**src/rtl/core/fifo_queue_with_search_assert.svh**
```systemverilog
// Assertion macros for the queue core.
// Needs i_clk and i_rst_n in the scope of each use.
`ifndef FIFO_QUEUE_WITH_SEARCH_ASSERT_SVH
`define FIFO_QUEUE_WITH_SEARCH_ASSERT_SVH

// same-cycle implication
`define FQS_ASSERT_IMPL(label, ante, cons, msg) \
    label: assert property (@(posedge i_clk) disable iff (!i_rst_n) (ante) |-> (cons)) \
        else $error(msg);

// next-cycle implication
`define FQS_ASSERT_NEXT(label, ante, cons, msg) \
    label: assert property (@(posedge i_clk) disable iff (!i_rst_n) (ante) |=> (cons)) \
        else $error(msg);

`endif

```
**src/rtl/core/fqs_pkg.sv**
```systemverilog
// Shared types and constants for the queue with search.
// No dependencies.
`default_nettype none

package fqs_pkg;

    localparam int DEPTH  = 16;
    localparam int ADDR_W = (DEPTH > 1) ? $clog2(DEPTH) : 1;
    localparam int CNT_W  = $clog2(DEPTH + 1);
    localparam int DATA_W = 32;
    localparam int POS_W  = 5;

    typedef enum logic [1:0] {
        REQ_PUSH   = 2'd0,
        REQ_POP    = 2'd1,
        REQ_SEARCH = 2'd2
    } t_req_code;

    typedef enum logic [1:0] {
        ST_OK        = 2'd0,
        ST_EMPTY     = 2'd1,
        ST_FULL      = 2'd2,
        ST_NOT_FOUND = 2'd3
    } t_status;

    typedef struct packed {
        logic [1:0]               req_type;
        logic signed [DATA_W-1:0] operand_value;
    } t_req;

    typedef struct packed {
        logic [1:0]               status;
        logic signed [DATA_W-1:0] popped_value;
        logic [POS_W-1:0]         found_position;
    } t_rsp;

    typedef struct packed {
        logic              wr_en;
        logic [ADDR_W-1:0] wr_addr;
        logic [DATA_W-1:0] wr_data;
        logic              rd_en;
        logic [ADDR_W-1:0] rd_addr;
    } t_ram_req;

endpackage

`default_nettype wire

```
**src/rtl/core/fqs_ram.sv**
```systemverilog
// Entry store: one write port, one read port, registered read data.
// Depends on fqs_pkg.
`default_nettype none

module fqs_ram (
    input  wire logic                            i_clk,
    input  wire fqs_pkg::t_ram_req               i_ram_req,
    output logic [fqs_pkg::DATA_W-1:0]           o_rd_data
);

    logic [fqs_pkg::DATA_W-1:0] r_mem [fqs_pkg::DEPTH];
    logic [fqs_pkg::DATA_W-1:0] r_rd_data;

    always_ff @(posedge i_clk) begin
        if (i_ram_req.wr_en) begin
            r_mem[i_ram_req.wr_addr] <= i_ram_req.wr_data;
        end
        if (i_ram_req.rd_en) begin
            r_rd_data <= r_mem[i_ram_req.rd_addr];
        end
    end

    assign o_rd_data = r_rd_data;

endmodule

`default_nettype wire

```
**src/rtl/core/fqs_ctrl.sv**
```systemverilog
// Sequencer: ring pointers, entry count, push/pop/search control, result word.
// Depends on fqs_pkg and fifo_queue_with_search_assert.svh.
`default_nettype none

`include "fifo_queue_with_search_assert.svh"

module fqs_ctrl (
    input  wire logic                        i_clk,
    input  wire logic                        i_rst_n,
    input  wire logic                        i_start,
    input  wire fqs_pkg::t_req               i_req,
    output logic                             o_busy,
    output logic                             o_done,
    output fqs_pkg::t_rsp                    o_rsp,
    output fqs_pkg::t_ram_req                o_ram_req,
    input  wire logic [fqs_pkg::DATA_W-1:0]  i_rd_data
);

    typedef enum logic [2:0] {
        S_IDLE = 3'b001,
        S_POP  = 3'b010,
        S_SCAN = 3'b100
    } t_state;

    t_state                      r_state, n_state;
    logic [fqs_pkg::ADDR_W-1:0]  r_head, n_head;
    logic [fqs_pkg::ADDR_W-1:0]  r_tail, n_tail;
    logic [fqs_pkg::CNT_W-1:0]   r_count, n_count;
    logic [fqs_pkg::ADDR_W-1:0]  r_slot, n_slot;
    logic [fqs_pkg::CNT_W-1:0]   r_k, n_k;
    logic [fqs_pkg::DATA_W-1:0]  r_key, n_key;
    logic                        r_done, n_done;
    fqs_pkg::t_rsp               r_rsp, n_rsp;

    logic                        w_full;
    logic                        w_empty;
    logic [fqs_pkg::CNT_W-1:0]   w_k_inc;
    logic [fqs_pkg::CNT_W+fqs_pkg::POS_W-1:0] w_pos_ext;

    function automatic logic [fqs_pkg::ADDR_W-1:0] ring_next(
        input logic [fqs_pkg::ADDR_W-1:0] slot
    );
        logic [fqs_pkg::ADDR_W-1:0] nxt;
        nxt = (slot == fqs_pkg::ADDR_W'(fqs_pkg::DEPTH - 1)) ?
              '0 : slot + fqs_pkg::ADDR_W'(1);
        return nxt;
    endfunction

    assign w_full    = (r_count == fqs_pkg::CNT_W'(fqs_pkg::DEPTH));
    assign w_empty   = (r_count == '0);
    assign w_k_inc   = r_k + fqs_pkg::CNT_W'(1);
    assign w_pos_ext = {{fqs_pkg::POS_W{1'b0}}, w_k_inc};

    always_comb begin
        n_state = r_state;
        n_head  = r_head;
        n_tail  = r_tail;
        n_count = r_count;
        n_slot  = r_slot;
        n_k     = r_k;
        n_key   = r_key;
        n_done  = 1'b0;
        n_rsp   = r_rsp;

        o_ram_req.wr_en   = 1'b0;
        o_ram_req.wr_addr = r_tail;
        o_ram_req.wr_data = i_req.operand_value;
        o_ram_req.rd_en   = 1'b0;
        o_ram_req.rd_addr = r_head;

        case (r_state)
            S_IDLE: begin
                if (i_start) begin
                    n_rsp        = '0;
                    n_rsp.status = fqs_pkg::ST_OK;
                    case (i_req.req_type)
                        fqs_pkg::REQ_PUSH: begin
                            n_done = 1'b1;
                            if (w_full) begin
                                n_rsp.status = fqs_pkg::ST_FULL;
                            end else begin
                                o_ram_req.wr_en = 1'b1;
                                n_tail  = ring_next(r_tail);
                                n_count = r_count + fqs_pkg::CNT_W'(1);
                            end
                        end
                        fqs_pkg::REQ_POP: begin
                            if (w_empty) begin
                                n_done       = 1'b1;
                                n_rsp.status = fqs_pkg::ST_EMPTY;
                            end else begin
                                o_ram_req.rd_en = 1'b1;
                                n_state = S_POP;
                            end
                        end
                        fqs_pkg::REQ_SEARCH: begin
                            if (w_empty) begin
                                n_done       = 1'b1;
                                n_rsp.status = fqs_pkg::ST_EMPTY;
                            end else begin
                                o_ram_req.rd_en = 1'b1;
                                n_slot  = r_head;
                                n_k     = '0;
                                n_key   = i_req.operand_value;
                                n_state = S_SCAN;
                            end
                        end
                        default: begin
                            n_done = 1'b1;
                        end
                    endcase
                end
            end
            S_POP: begin
                n_done             = 1'b1;
                n_rsp.popped_value = i_rd_data;
                n_head             = ring_next(r_head);
                n_count            = r_count - fqs_pkg::CNT_W'(1);
                n_state            = S_IDLE;
            end
            S_SCAN: begin
                if (i_rd_data == r_key) begin
                    n_done               = 1'b1;
                    n_rsp.status         = fqs_pkg::ST_OK;
                    n_rsp.found_position = w_pos_ext[fqs_pkg::POS_W-1:0];
                    n_state              = S_IDLE;
                end else if (w_k_inc == r_count) begin
                    n_done       = 1'b1;
                    n_rsp.status = fqs_pkg::ST_NOT_FOUND;
                    n_state      = S_IDLE;
                end else begin
                    o_ram_req.rd_en   = 1'b1;
                    o_ram_req.rd_addr = ring_next(r_slot);
                    n_slot            = ring_next(r_slot);
                    n_k               = w_k_inc;
                end
            end
            default: begin
                n_state = S_IDLE;
            end
        endcase
    end

    always_ff @(posedge i_clk) begin
        if (!i_rst_n) begin
            r_state <= S_IDLE;
            r_head  <= '0;
            r_tail  <= '0;
            r_count <= '0;
            r_done  <= 1'b0;
        end else begin
            r_state <= n_state;
            r_head  <= n_head;
            r_tail  <= n_tail;
            r_count <= n_count;
            r_done  <= n_done;
        end
    end

    always_ff @(posedge i_clk) begin
        r_slot <= n_slot;
        r_k    <= n_k;
        r_key  <= n_key;
        r_rsp  <= n_rsp;
    end

    assign o_busy = (r_state != S_IDLE);
    assign o_done = r_done;
    assign o_rsp  = r_rsp;

    `FQS_ASSERT_IMPL(a_count_bound, 1'b1, r_count <= fqs_pkg::CNT_W'(fqs_pkg::DEPTH), "entry count above depth")
    `FQS_ASSERT_IMPL(a_scan_in_range, r_state == S_SCAN, (r_k < r_count) && !w_empty, "scan index past held entries")
    `FQS_ASSERT_NEXT(a_pop_done, r_state == S_POP, r_done && (r_rsp.status == fqs_pkg::ST_OK), "pop read without result word")
    `FQS_ASSERT_IMPL(a_fail_zero, r_done && (r_rsp.status != fqs_pkg::ST_OK), (r_rsp.popped_value == '0) && (r_rsp.found_position == '0), "failed request carries data")

endmodule

`default_nettype wire

```
**src/rtl/core/fifo_queue_with_search.sv**
```systemverilog
// Top level of the queue with search: sequencer plus entry store.
// Depends on fqs_pkg, fqs_ctrl and fqs_ram.
//
//  channel   | ports                   | handshake
//  ----------+-------------------------+-----------------------------------
//  request   | start, busy, i_req      | taken at edge with start && !busy
//  result    | o_done, o_rsp           | one-cycle strobe, always taken
//
// Push and unused codes: result strobe in the next cycle, busy stays low.
// Pop: goes through S_POP, for the registered read of the entry store.
// Search: stays in S_SCAN while it walks the entries; the store's single read port feeds one compare a cycle.
// Failed pushes and requests on an empty queue answer straight from idle; busy stays low.
// Reset clears pointers, count and strobe; the store is not cleared.
`default_nettype none

module fifo_queue_with_search (
    input  wire logic           i_clk,
    input  wire logic           i_rst_n,
    input  wire logic           start,
    input  wire fqs_pkg::t_req  i_req,
    output logic                busy,
    output logic                o_done,
    output fqs_pkg::t_rsp       o_rsp
);

    fqs_pkg::t_ram_req          w_ram_req;
    logic [fqs_pkg::DATA_W-1:0] w_rd_data;

    fqs_ctrl u_ctrl (
        .i_clk     (i_clk),
        .i_rst_n   (i_rst_n),
        .i_start   (start),
        .i_req     (i_req),
        .o_busy    (busy),
        .o_done    (o_done),
        .o_rsp     (o_rsp),
        .o_ram_req (w_ram_req),
        .i_rd_data (w_rd_data)
    );

    fqs_ram u_ram (
        .i_clk     (i_clk),
        .i_ram_req (w_ram_req),
        .o_rd_data (w_rd_data)
    );

endmodule

`default_nettype wire
```
**config.mk**
```make
export PLATFORM = sky130hd
export DESIGN_NAME = fifo_queue_with_search
export DESIGN_NICKNAME = d
export VERILOG_FILES = /design/src/rtl/core/fqs_pkg.sv /design/src/rtl/core/fqs_ram.sv /design/src/rtl/core/fqs_ctrl.sv /design/src/rtl/core/fifo_queue_with_search.sv
export VERILOG_INCLUDE_DIRS = /design/src /design/src/rtl/core
export SDC_FILE = /design/constraint.sdc
export NUM_CORES = 1
export LEC_CHECK = 0
export BUFFER_PORTS_ARGS = -buffer_cell sky130_fd_sc_hd__buf_2
export CAP_MARGIN = 20
export CORE_AREA = 2 2 238 240
export DETAILED_ROUTE_END_ITERATION = 16
export DIE_AREA = 0 0 240 242
export PLACE_DENSITY = 0.59
export SYNTH_ARGS = -nofsm -noshare
export SYNTH_HDL_FRONTEND = slang
export SYNTH_SLANG_ARGS = --single-unit
export TNS_END_PERCENT = 20
```
**constraint.sdc**
```tcl
create_clock -name i_clk -period 4.42 [get_ports i_clk]
set_input_delay 0.663 -clock i_clk [delete_from_list [all_inputs] [get_ports i_clk]]
set_output_delay 0.663 -clock i_clk [all_outputs]
set_load 0.005 [all_outputs]
```
==> impl_results.md <==
* Top Ports at 78
* Global route overflow at 0
* 1st-iter DRT viols at 1380
* Cell Area, Placed at 0.0266 mm²
* FMAX at 250 MHz
* Synth Register Bits at 641
* Sw Pwr at 2.86 mW
* CTS clock-pin slew for the worst setup and hold paths at 60 ps
* Port buffer count at 77
* RSZ-0062 raised after global routing: false
* Die ar. at 0.0581 mm²
* Max VDD drop at 0.279 mV
* Initial Util at 0.444
* Area grow syn2layout at 15.7%
* Worst Path Max Fanout at 30
* FFs w/ async S/R, synth at 0
* Seq/Total Area, Yosys at 0.771
* Post CTS Setup Buffer Count at 0
* Via count at 12919
* Kind of critical path: reg2reg
* CTS tree: built
* Sink Count at 641
* H-tree levels at 3
* Pre-antenna DRT Iters at 5
* Global-route wire length before repair at 88.0 mm
* Final setup violation count at 0
* Vias in the first global route at 12846
* # hold bufs at CTS at 0
* Max_cap viols at 0
* Ant. Diodes at 0
* Final Cell Area at 0.0286 mm²
* Clk network pwr share at 0.403
* Initial antenna violation count at 1
* Crit end category: flop
* Yosys cell types at 43
* Avg Cell Area, Syn at 17.9 µm²
* Detailed Place HPWL at 34.5 mm
* Post-Synthesis Cell Area at 0.0248 mm²
* Synthesized Nets at 1436
* Yosys warns at 0
* Wire length per cell at 26.2 µm
* Part of the power in registers at 0.538
* Bufs on Longest Clock Path at 3
* CP Launch Type: flop
* Worst skew pair latency at 600 ps
* Routed vias/inst at 5.56
* Total wire length at 61.0 mm
* Gr usage total at 0.211
* Hold WS at 443 ps
* Logic pwr share at 0.059
* Post-route ant nets at 0
* Die width at 240 µm
* Min Clock Period, post-route at 4000 ps
* Status: completed
* Int Pwr at 10.1 mW
* Clk_skew at 25.3 ps
* Root Driver: clkbuf_16
* Synth Instances at 1384
* Data arrival time of the critical path at 4330 ps
* DIE HEIGHT at 242 µm
* Final nets at 1574
* WP data required at 4750 ps
* GP Congestion at 0.758
* TNS Setup at 0 ps
* Final worst-path cycle share at 0.904
* Slew @ Worst Pin at 946 ps
* CORE AREA at 0.0557 mm²
* Final hold violations at 0
* Post_cts resized at 0
* Ys flop type: edfxtp_1
* Largest net degree at the start of global routing at 56
* PD cells at 452 mW/mm²
* Row count at 87
* Max-slew violations at 0
* Hold crit path type: in2reg
* Total CTS buffers at 67
* Net Sw Frac at 0.221
* Residual DRC at 0
* Fraction of layout cells with a size suffix above 1 at 0.162
* Relative slew slack at 0.368
* Leak at 11.3 nW
* Number of synthesized flops with an enable pin at 624
kinds of logic after synthesis:
logic type                 after synthesis  synth area share
xor gates and xnor gates                50            0.0180
DFF                                    641             0.771
buffers and inverters                   74            0.0154
adders and majority gates               15           0.00789
and+or+nand+nor                        177            0.0397
muxes                                  265             0.108
AOI/OAI and AO/OA                      162            0.0405
critical path, cell delays in order (launching register included):
cell and delay [ps]:
edfxtp_1 430, xor2_1 220, nor4_1 550, nand4_1 160
nor2_1 240, or3_1 230, mux2i_4 430, buf_12 290
buf_12 230, mux2i_1 240, o22ai_1 100, or4_1 510
synthesized netlist by cell type, types with 9 or more instances:
cell / count / area (µm²)
xnor2_1: 10 / 87.6
ha_1: 14 / 175
nor4_1: 9 / 56.3
dfxtp_1: 17 / 340
and3_1: 34 / 213
mux2i_1: 261 / 2610
or4_1: 32 / 240
edfxtp_1: 624 / 18700
xor2_1: 39 / 342
inv_1: 10 / 37.5
buf_4: 15 / 113
o22ai_1: 128 / 801
nand2_1: 37 / 139
clkbuf_1: 23 / 86.3
nor2_1: 28 / 105
buf_2: 20 / 100
o21ai_0: 13 / 65.1
state kept, by name (all words and copies together) (netlist names):
name,flops
u_ctrl.r_count,5
u_ctrl.r_tail,4
u_ctrl.r_head,4
u_ctrl.r_state,3
u_ctrl.r_k,5
u_ram.o_rd_data,32
u_ctrl.o_done,1
u_ctrl.r_key,32
u_ctrl.r_slot,4
u_ram.r_mem,512
u_ctrl.o_rsp,39
per-stage QoR:
step                      std cells  setup WS, ps  total power, mW   util
after floorplan                1384           265             7.42      -
after global placement         2209           433             7.84  0.478
after detailed placement       2209           414             7.85  0.478
after CTS                      2325           423             13.1  0.514
after global routing           2325           217             13.4  0.514
final                          2325           423             12.9  0.514
final timing paths:
kind / start / end / slack [ps] / cells past startpoint
max: u_ram.o_rd_data[23] / u_ram.o_rd_data[17] / 420 / 11
min reg2reg: u_ctrl.r_count[4] / u_ctrl.r_count[4] / 540 / 2
max reg2reg: u_ram.o_rd_data[23] / u_ram.o_rd_data[17] / 420 / 11
min: i_req[23] / u_ram.r_mem[4][23] / 440 / 1
layer usage:
layer	GRT usage	part of all wire
met3	0.0350	0.059
met5	0	0.00021
met1	0.291	0.43
met2	0.348	0.49
met4	0.0548	0.017
cell usage in the layout (no fill, tap or decap), types with 7 or more instances in the layout:
master,count
edfxtp_1,624
mux2i_1,261
o22ai_1,128
buf_2,77
clkbuf_16,69
xor2_1,39
and3_1,33
or4_1,32
buf_4,31
nand2_1,27
buf_12,25
clkinv_1,20
dfxtp_1,17
nor2_1,15
ha_1,14
o21ai_0,13
nor2_4,12
clkbuf_1,11
nand2_2,10
xnor2_1,10
inv_1,10
nor4_1,9
clkinv_2,9
a21oi_1,8
nand2b_1,7
and2_1,7
area by class of cell:
cell class                 count  area, µm²
tap                          756        946
timing repair buffer         133       1120
multi-input combinational    669       5440
clock inverter                36        239
inverter                      10       37.5
clock buffer                  80       1770
fill                        4612      27100
sequential                   641      19100
power groups by stage:
stage | logic [mW] | clock network (mW) | registers [mW]
after floorplan | 0.336 | 0 | 7.08
after global placement | 0.754 | 0 | 7.09
after detailed placement | 0.765 | 0 | 7.09
after CTS | 0.766 | 5.33 | 6.96
after global routing | 0.815 | 5.57 | 6.97
final | 0.762 | 5.22 | 6.96
Note: power is estimated with default switching activity, not from simulation.
